===== src/rtl/pmdf_pkg.sv =====
// Package for the power monitor decimating filter.
// Holds field widths, divider sizing, constants and the beat struct types.
// No dependencies.
`timescale 1ns / 1ps
`default_nettype none

package pmdf_pkg;

    localparam int SMP_W       = 12;
    localparam int PWR_W       = 15;
    localparam int TEXT_W      = 30;
    localparam int SAMPLE_BITS = 12;
    localparam int WINDOW_DEF  = 10;
    localparam int SAMPLE_MAX  = (1 << SMP_W) - 1;
    localparam int POWER_MAX   = 16769;

    localparam int DIV_W = 2 * SMP_W;
    localparam int DVS_W = 10;

    localparam logic [SMP_W-1:0]  SAMPLE_MASK  = SMP_W'((1 << SAMPLE_BITS) - 1);
    localparam logic [DVS_W-1:0]  DVS_TEN      = DVS_W'(10);
    localparam logic [DVS_W-1:0]  DVS_HUNDRED  = DVS_W'(100);
    localparam logic [DVS_W-1:0]  DVS_THOUSAND = DVS_W'(1000);
    localparam logic [DIV_W-1:0]  RCP_TEN      = DIV_W'((1 << DIV_W) / 10);
    localparam logic [DIV_W-1:0]  RCP_HUNDRED  = DIV_W'((1 << DIV_W) / 100);
    localparam logic [DIV_W-1:0]  RCP_THOUSAND = DIV_W'((1 << DIV_W) / 1000);
    localparam logic [TEXT_W-1:0] TEXT_ZERO    = TEXT_W'(32'h3030_3030);

    typedef struct packed {
        logic [SMP_W-1:0] current_sample;
        logic [SMP_W-1:0] voltage_sample;
    } t_in;

    typedef struct packed {
        logic [SMP_W-1:0]  current_filtered;
        logic [SMP_W-1:0]  voltage_filtered;
        logic [PWR_W-1:0]  power_filtered;
        logic [TEXT_W-1:0] current_text;
        logic [TEXT_W-1:0] voltage_text;
    } t_out;

    typedef struct packed {
        logic             start;
        logic [DIV_W-1:0] dividend;
        logic [DVS_W-1:0] divisor;
        logic [DIV_W-1:0] recip;
    } t_div_req;

    typedef struct packed {
        logic             done;
        logic [DIV_W-1:0] quot;
        logic [DVS_W-1:0] rem;
    } t_div_res;

endpackage

`default_nettype wire


===== src/rtl/pmdf_divider.sv =====
// Shared divider for constant divisors: reciprocal multiply, back-multiply,
// difference and one correction step on a single multiplier.
// Depends on pmdf_pkg for widths and the request and result structs.
`timescale 1ns / 1ps
`default_nettype none

module pmdf_divider
    import pmdf_pkg::*;
(
    input  wire logic     i_clk,
    input  wire logic     i_rst_n,
    input  wire t_div_req i_req,
    output t_div_res      o_res
);

    localparam logic [2:0] PH_IDLE = 3'd0;
    localparam logic [2:0] PH_EST  = 3'd1;
    localparam logic [2:0] PH_BACK = 3'd2;
    localparam logic [2:0] PH_DIFF = 3'd3;
    localparam logic [2:0] PH_FIX  = 3'd4;

    logic [2:0]       r_phase;
    logic             r_done;
    logic [DIV_W-1:0] r_num;
    logic [DIV_W-1:0] r_recip;
    logic [DVS_W-1:0] r_divisor;
    logic [DIV_W-1:0] r_quot;
    logic [DIV_W-1:0] r_back;
    logic [DIV_W-1:0] r_diff;
    logic [DVS_W-1:0] r_rem;

    logic [DIV_W-1:0]   mul_a;
    logic [DIV_W-1:0]   mul_b;
    logic [2*DIV_W-1:0] mul_p;
    logic [DIV_W-1:0]   over;
    logic               fits;

    always_comb begin
        mul_a = (r_phase == PH_EST) ? r_num   : r_quot;
        mul_b = (r_phase == PH_EST) ? r_recip : DIV_W'(r_divisor);
        mul_p = {{DIV_W{1'b0}}, mul_a} * {{DIV_W{1'b0}}, mul_b};
        over  = r_diff - DIV_W'(r_divisor);
        fits  = r_diff >= DIV_W'(r_divisor);
    end

    always_ff @(posedge i_clk) begin
        if (!i_rst_n) begin
            r_phase <= PH_IDLE;
            r_done  <= 1'b0;
        end else begin
            r_done <= r_phase == PH_FIX;
            if (i_req.start) begin
                r_phase <= PH_EST;
            end else begin
                unique case (r_phase)
                    PH_EST:  r_phase <= PH_BACK;
                    PH_BACK: r_phase <= PH_DIFF;
                    PH_DIFF: r_phase <= PH_FIX;
                    default: r_phase <= PH_IDLE;
                endcase
            end
        end
    end

    always_ff @(posedge i_clk) begin
        if (i_req.start) begin
            r_num     <= i_req.dividend;
            r_recip   <= i_req.recip;
            r_divisor <= i_req.divisor;
        end
        unique case (r_phase)
            PH_EST:  r_quot <= mul_p[2*DIV_W-1:DIV_W];
            PH_BACK: r_back <= mul_p[DIV_W-1:0];
            PH_DIFF: r_diff <= r_num - r_back;
            PH_FIX: begin
                if (fits) begin
                    r_quot <= r_quot + 1'b1;
                    r_rem  <= over[DVS_W-1:0];
                end else begin
                    r_rem  <= r_diff[DVS_W-1:0];
                end
            end
            default: begin
            end
        endcase
    end

    assign o_res.done = r_done;
    assign o_res.quot = r_quot;
    assign o_res.rem  = r_rem;

endmodule

`default_nettype wire


===== src/rtl/power_monitor_decimating_filter.sv =====
// Power monitor decimating filter: boxcar windows feeding exponential averages.
// A beat inside a window adds to the sums; the beat that closes a window runs 13
// divisions on the shared divider, one after another.
// One beat is in work at a time; its result beat leaves through an output register.
// Synchronous active-low reset zeroes sums, averages, power; text resets to '0' digits.
// Depends on pmdf_pkg and pmdf_divider.
`timescale 1ns / 1ps
`default_nettype none

module power_monitor_decimating_filter
    import pmdf_pkg::*;
#(
    parameter int WINDOW = WINDOW_DEF
) (
    input  wire logic i_clk,
    input  wire logic i_rst_n,
    input  wire logic i_valid,
    output logic      o_stall,
    input  wire t_in  i_data,
    output logic      o_valid,
    input  wire logic i_stall,
    output t_out      o_data
);

    localparam int CSUM_W = $clog2(WINDOW * SAMPLE_MAX + 1);
    localparam int PSUM_W = $clog2(WINDOW * POWER_MAX + 1);
    localparam int POS_W  = $clog2(WINDOW);
    localparam logic [DVS_W-1:0] DVS_WINDOW = DVS_W'(WINDOW);
    localparam logic [DIV_W-1:0] RCP_WINDOW = DIV_W'((1 << DIV_W) / WINDOW);
    localparam logic [7:0]       ASCII_ZERO = 8'h30;

    localparam logic [1:0] S_IDLE  = 2'd0;
    localparam logic [1:0] S_ISSUE = 2'd1;
    localparam logic [1:0] S_WAIT  = 2'd2;

    localparam logic [3:0] STEP_CUR_AVG    = 4'd0;
    localparam logic [3:0] STEP_CUR_SMOOTH = 4'd1;
    localparam logic [3:0] STEP_VLT_AVG    = 4'd2;
    localparam logic [3:0] STEP_VLT_SMOOTH = 4'd3;
    localparam logic [3:0] STEP_POWER      = 4'd4;
    localparam logic [3:0] STEP_PWR_AVG    = 4'd5;
    localparam logic [3:0] STEP_PWR_SMOOTH = 4'd6;
    localparam logic [3:0] STEP_CUR_THOU   = 4'd7;
    localparam logic [3:0] STEP_CUR_HUND   = 4'd8;
    localparam logic [3:0] STEP_CUR_TENS   = 4'd9;
    localparam logic [3:0] STEP_VLT_THOU   = 4'd10;
    localparam logic [3:0] STEP_VLT_HUND   = 4'd11;
    localparam logic [3:0] STEP_VLT_TENS   = 4'd12;

    function automatic logic [7:0] to_ascii(input logic [3:0] digit);
        return ASCII_ZERO + {4'd0, digit};
    endfunction

    logic [1:0]        r_state;
    logic [3:0]        r_step;
    logic              r_out_valid;
    logic [CSUM_W-1:0] r_csum;
    logic [CSUM_W-1:0] r_vsum;
    logic [PSUM_W-1:0] r_psum;
    logic [POS_W-1:0]  r_pos;
    logic [SMP_W-1:0]  r_csm;
    logic [SMP_W-1:0]  r_vsm;
    logic [PWR_W-1:0]  r_psm;
    logic [PWR_W-1:0]  r_power;
    logic [PWR_W-1:0]  r_tmp;
    logic [TEXT_W-1:0] r_ctext;
    logic [TEXT_W-1:0] r_vtext;

    logic [SMP_W-1:0]   cur;
    logic [SMP_W-1:0]   volt;
    logic               in_accept;
    logic               out_accept;
    logic               window_end;
    logic [DIV_W-1:0]   product;
    logic [PWR_W-1:0]   old_avg;
    logic [DIV_W-1:0]   blend;
    t_div_req           div_req;
    t_div_res           div_res;

    assign cur        = i_data.current_sample & SAMPLE_MASK;
    assign volt       = i_data.voltage_sample & SAMPLE_MASK;
    assign o_stall    = (r_state != S_IDLE) || (r_out_valid && i_stall);
    assign in_accept  = i_valid && !o_stall;
    assign out_accept = r_out_valid && !i_stall;
    assign window_end = r_pos >= POS_W'(WINDOW - 1);
    assign product    = DIV_W'(r_vsm * r_csm);

    always_comb begin
        unique case (r_step)
            STEP_CUR_SMOOTH: old_avg = PWR_W'(r_csm);
            STEP_VLT_SMOOTH: old_avg = PWR_W'(r_vsm);
            default:         old_avg = r_psm;
        endcase
        blend = (DIV_W'(old_avg) << 3) + DIV_W'(old_avg) + DIV_W'(r_tmp);
    end

    always_comb begin
        div_req.start = r_state == S_ISSUE;
        unique case (r_step)
            STEP_CUR_AVG: begin
                div_req.dividend = DIV_W'(r_csum);
                div_req.divisor  = DVS_WINDOW;
                div_req.recip    = RCP_WINDOW;
            end
            STEP_VLT_AVG: begin
                div_req.dividend = DIV_W'(r_vsum);
                div_req.divisor  = DVS_WINDOW;
                div_req.recip    = RCP_WINDOW;
            end
            STEP_PWR_AVG: begin
                div_req.dividend = DIV_W'(r_psum);
                div_req.divisor  = DVS_WINDOW;
                div_req.recip    = RCP_WINDOW;
            end
            STEP_CUR_SMOOTH, STEP_VLT_SMOOTH, STEP_PWR_SMOOTH: begin
                div_req.dividend = blend;
                div_req.divisor  = DVS_TEN;
                div_req.recip    = RCP_TEN;
            end
            STEP_POWER: begin
                div_req.dividend = product;
                div_req.divisor  = DVS_THOUSAND;
                div_req.recip    = RCP_THOUSAND;
            end
            STEP_CUR_THOU: begin
                div_req.dividend = DIV_W'(r_csm);
                div_req.divisor  = DVS_THOUSAND;
                div_req.recip    = RCP_THOUSAND;
            end
            STEP_VLT_THOU: begin
                div_req.dividend = DIV_W'(r_vsm);
                div_req.divisor  = DVS_THOUSAND;
                div_req.recip    = RCP_THOUSAND;
            end
            STEP_CUR_HUND, STEP_VLT_HUND: begin
                div_req.dividend = DIV_W'(r_tmp);
                div_req.divisor  = DVS_HUNDRED;
                div_req.recip    = RCP_HUNDRED;
            end
            default: begin
                div_req.dividend = DIV_W'(r_tmp);
                div_req.divisor  = DVS_TEN;
                div_req.recip    = RCP_TEN;
            end
        endcase
    end

    pmdf_divider u_divider (
        .i_clk   (i_clk),
        .i_rst_n (i_rst_n),
        .i_req   (div_req),
        .o_res   (div_res)
    );

    always_ff @(posedge i_clk) begin
        if (!i_rst_n) begin
            r_state     <= S_IDLE;
            r_step      <= STEP_CUR_AVG;
            r_out_valid <= 1'b0;
            r_csum      <= '0;
            r_vsum      <= '0;
            r_psum      <= '0;
            r_pos       <= '0;
            r_csm       <= '0;
            r_vsm       <= '0;
            r_psm       <= '0;
            r_power     <= '0;
            r_ctext     <= TEXT_ZERO;
            r_vtext     <= TEXT_ZERO;
        end else begin
            if (out_accept && !(in_accept && !window_end)) begin
                r_out_valid <= 1'b0;
            end
            unique case (r_state)
                S_IDLE: begin
                    if (in_accept) begin
                        r_csum <= r_csum + CSUM_W'(cur);
                        r_vsum <= r_vsum + CSUM_W'(volt);
                        if (window_end) begin
                            r_step  <= STEP_CUR_AVG;
                            r_state <= S_ISSUE;
                        end else begin
                            r_psum      <= r_psum + PSUM_W'(r_power);
                            r_pos       <= r_pos + 1'b1;
                            r_out_valid <= 1'b1;
                        end
                    end
                end
                S_ISSUE: begin
                    r_state <= S_WAIT;
                end
                S_WAIT: begin
                    if (div_res.done) begin
                        unique case (r_step)
                            STEP_CUR_AVG, STEP_VLT_AVG, STEP_PWR_AVG: begin
                                r_tmp <= div_res.quot[PWR_W-1:0];
                            end
                            STEP_CUR_SMOOTH: r_csm <= div_res.quot[SMP_W-1:0];
                            STEP_VLT_SMOOTH: r_vsm <= div_res.quot[SMP_W-1:0];
                            STEP_PWR_SMOOTH: r_psm <= div_res.quot[PWR_W-1:0];
                            STEP_POWER: begin
                                r_power <= div_res.quot[PWR_W-1:0];
                                r_psum  <= r_psum + PSUM_W'(div_res.quot[PWR_W-1:0]);
                            end
                            STEP_CUR_THOU: begin
                                r_ctext[29:24] <= 6'(to_ascii(div_res.quot[3:0]));
                                r_tmp          <= PWR_W'(div_res.rem);
                            end
                            STEP_CUR_HUND: begin
                                r_ctext[23:16] <= to_ascii(div_res.quot[3:0]);
                                r_tmp          <= PWR_W'(div_res.rem);
                            end
                            STEP_CUR_TENS: begin
                                r_ctext[15:8] <= to_ascii(div_res.quot[3:0]);
                                r_ctext[7:0]  <= to_ascii(div_res.rem[3:0]);
                            end
                            STEP_VLT_THOU: begin
                                r_vtext[29:24] <= 6'(to_ascii(div_res.quot[3:0]));
                                r_tmp          <= PWR_W'(div_res.rem);
                            end
                            STEP_VLT_HUND: begin
                                r_vtext[23:16] <= to_ascii(div_res.quot[3:0]);
                                r_tmp          <= PWR_W'(div_res.rem);
                            end
                            default: begin
                                r_vtext[15:8] <= to_ascii(div_res.quot[3:0]);
                                r_vtext[7:0]  <= to_ascii(div_res.rem[3:0]);
                            end
                        endcase
                        if (r_step == STEP_VLT_TENS) begin
                            r_csum      <= '0;
                            r_vsum      <= '0;
                            r_psum      <= '0;
                            r_pos       <= '0;
                            r_out_valid <= 1'b1;
                            r_state     <= S_IDLE;
                        end else begin
                            r_step  <= r_step + 1'b1;
                            r_state <= S_ISSUE;
                        end
                    end
                end
                default: begin
                    r_state <= S_IDLE;
                end
            endcase
        end
    end

    assign o_valid                 = r_out_valid;
    assign o_data.current_filtered = r_csm;
    assign o_data.voltage_filtered = r_vsm;
    assign o_data.power_filtered   = r_psm;
    assign o_data.current_text     = r_ctext;
    assign o_data.voltage_text     = r_vtext;

endmodule

`default_nettype wire


===== config.mk =====
export PLATFORM = sky130hd
export DESIGN_NAME = power_monitor_decimating_filter
export DESIGN_NICKNAME = d
export VERILOG_FILES = /design/src/rtl/pmdf_pkg.sv /design/src/rtl/pmdf_divider.sv /design/src/rtl/power_monitor_decimating_filter.sv
export SDC_FILE = /design/constraint.sdc
export NUM_CORES = 2
export LEC_CHECK = 0
export BUFFER_PORTS_ARGS = -buffer_cell sky130_fd_sc_hd__buf_2
export CORE_UTILIZATION = 55
export CTS_CLUSTER_DIAMETER = 100
export CTS_CLUSTER_SIZE = 40
export DETAILED_ROUTE_END_ITERATION = 12
export GPL_TIMING_DRIVEN = 1
export PLACE_DENSITY = 0.72
export REMOVE_ABC_BUFFERS = 1
export SYNTH_ARGS = -nofsm -noshare
export SYNTH_HDL_FRONTEND = slang
export SYNTH_SLANG_ARGS = --single-unit

===== constraint.sdc =====
create_clock -name i_clk -period 10.2 [get_ports i_clk]
set_clock_uncertainty 0.2 [all_clocks]
set_input_delay 1.53 -clock i_clk [delete_from_list [all_inputs] [get_ports i_clk]]
set_output_delay 1.53 -clock i_clk [all_outputs]
set_load 0.02 [all_outputs]

==> impl_metrics.toml <==
[floorplanning]
die_area_sq_um = 68400
die_y_um = 262
rows = 94
die_x_um = 262
io_pins = 129
initial_core_util = 0.559
core-area_sq_um = 66200

[synthesis]
synth_common_cells = "inv_1 (689), nand2_1 (546), fa_1 (457)"
synth-seq-cells = 278
yosys-top-cells-area = "fa_1 (25%), ha_1 (14%), edfxtp_1 (10%)"
mappedNetlistArea_sq_um = 37000
synth_cell_types = 86
post-synth-top-count-cell = "inv_1"
synth-edff-count = 127
dominantRegCellSynth = "dfxtp_1"
synth_area_leader_cell = "fa_1"
ys_seq_area_frac = 0.185
post_synth.cell_area_avg_sq_um = 8.76
async_reset_ff_frac = 0
netlist_instances = 4228
synth_top_area_frac = 0.247
synth_warnings = 0

[timing]
rsz0062_at_grt = "false"
setup_violations = 0
slew_violations = 0
max_freq_mhz = 111
tightest_slew_ns = 1.36
whs_ns = 0.265
finalWorstSetupSlack_ns = 1.22
tns_ns = 0
period_share = 0.880
max_slew_margin = 0.0922
final_hold_viol_count = 0
period_needed_ns = 8.98

[worst_setup_path]
cp_max_fo = 33
worst-setup-path-type = "flop to flop"
rr_startpoint = "u_divider.r_phase[2]"
r2r_cells = 24
cp-start-kind = "flop"
rrSetupSlack_ns = 1.22
worstPathArrival_ns = 9.07
crit_start = "u_divider.r_phase[2]"
end_kind = "flop"
cp.required_ns = 10.30

[hold_path]
min-delay-start = "r_ctext[8]"
whs_path_depth = 2
min_path_type = "flop to flop"

[drt]
via_per_inst = 5.97
wl_per_cell_um = 22.4
wl_um = 114000
via_count = 30400
drc_errors = 0
dr.pass1.iters = 7
ant_nets = 0
drt-initial-drc-count = 3345

[power]
ir_drop_uv = 96.5
p_per_area_nw_per_um2 = 55.3
leakagePower_uw = 0.0192

[clocking]
clk_latency_ns = 0.57
h-tree-depth = 1
cts_hold_buf = 0
ctsResizeCount = 0
cts_setup_buffers = 0
clk_path_buf_depth = 3
numCtsBuffers = 13
numClockSinks = 278
clock_tree.root_cell = "clkbuf_16"
tritoncts = "done"
clk_pin_slew_ns = 0.15

[flow_run]
drv_cap = 0

[final_layout]
areaGrowthSynthToFinish_pct = 4.71
nets = 5121
drive_above_1_share = 0.0547
postLayoutCoreUtil = 0.586
fillers = 5943
diodes = 0

[grt]
grt_start_max_net_pins = 73
grt_first_pass_wirelength_um = 175000
grt_usage = 0.338
grt_overflow = 0
grt_pass1_vias = 29900
antenna_found_initial = 2

[placement]
globalplace.congestion = 1.07
place_ws_ns = 1.34
hpwl_um = 89400
port_buffers = 100

[outcome]
status = "complete, no violations"
-- where the power goes --
part           internal [uW]  leakage, uW  total (uW)  switching (uW)
registers               1180      0.00237        1210            30.6
clock network            269     0.000226         703             434
logic                   96.2       0.0166         234             137
total                   1540       0.0192        2140             602
-- flip-flops by register name, indices dropped and copies added, names as in the netlist, 2 cells and up --
signal,cells
u_divider.r_divisor,5
r_psum,18
u_divider.r_num,24
r_state,2
u_divider.r_quot,24
r_csm,12
r_tmp,15
r_vsm,12
r_csum,16
u_divider.r_diff,24
r_psm,15
r_power,15
r_ctext,16
u_divider.r_rem,10
r_vtext,16
r_pos,4
u_divider.r_back,24
u_divider.r_phase,3
r_vsum,16
r_step,4
-- cell families after synthesis --
kind of cell    Yosys count  share of synthesized area
compound gates          693                      0.124
xor+xnor                181                     0.0428
fa+ha+maj               877                      0.389
buf+inv                 905                     0.0949
flops                   278                      0.185
mux                      44                     0.0120
other cells               2                   0.000203
simple gates           1248                      0.153
-- layer usage --
layer  GRT usage  share of wire
met4       0.153          0.055
met5           0       0.000079
met1       0.456           0.41
met3      0.0697           0.10
met2       0.523           0.44
-- layout by cell type (no fill, tap or decap), types with 75 or more instances in the layout --
cell and instances:
a21oi_1 224, and2_1 75, and3_1 98, buf_2 100, dfxtp_1 151, edfxtp_1 127
fa_1 457, ha_1 420, inv_1 689, nand2_1 546, nand3_1 84, nor2_1 271
o21ai_0 103, xnor2_1 104, xor2_1 77
-- per-stage QoR --
stage | power (uW) | instances | cell area (sq um)
2_1_floorplan | 1390 | 4040 | 36200
3_3_place_gp | 1450 | 5065 | 38300
3_5_place_dp | 1460 | 5065 | 38300
4_1_cts | 2150 | 5087 | 38800
5_1_grt | 2210 | 5087 | 38800
6_report | 2140 | 5087 | 38800
-- final timing paths --
check	to
setup / recovery	u_divider.r_quot[19]
hold / removal	r_ctext[8]
setup reg to reg	u_divider.r_quot[19]
hold reg to reg	r_ctext[8]
-- critical path, stage by stage (launching register included) --
cell and delay, ns:
dfxtp_1 0.39, nor2_1 0.10, and2_2 0.23, buf_4 0.27, nor2_1 1.06, nor2_1 0.21, fa_1 0.59, inv_1 0.05
fa_1 0.46, fa_1 0.59, fa_1 0.45, fa_1 0.57, fa_1 0.44, fa_1 0.49, inv_1 0.05, ha_1 0.46
a21oi_1 0.32, a21oi_1 0.11, a211oi_1 0.23, o211ai_1 0.33, o211ai_1 0.31, o211ai_1 0.20, a221o_1 0.37, xnor2_1 0.14
o21ai_0 0.09
-- cell type report --
class	count	area, sq um	share of cell area
clock inverter	8	160	0.00413
multi-input combinational	3071	26800	0.691
tap	864	1080	0.0279
inverter	691	2600	0.0669
clock buffer	14	329	0.00848
timing repair buffer	161	971	0.0250
sequential	278	6840	0.176
No activity file was read; power rests on OpenSTA's default activity.
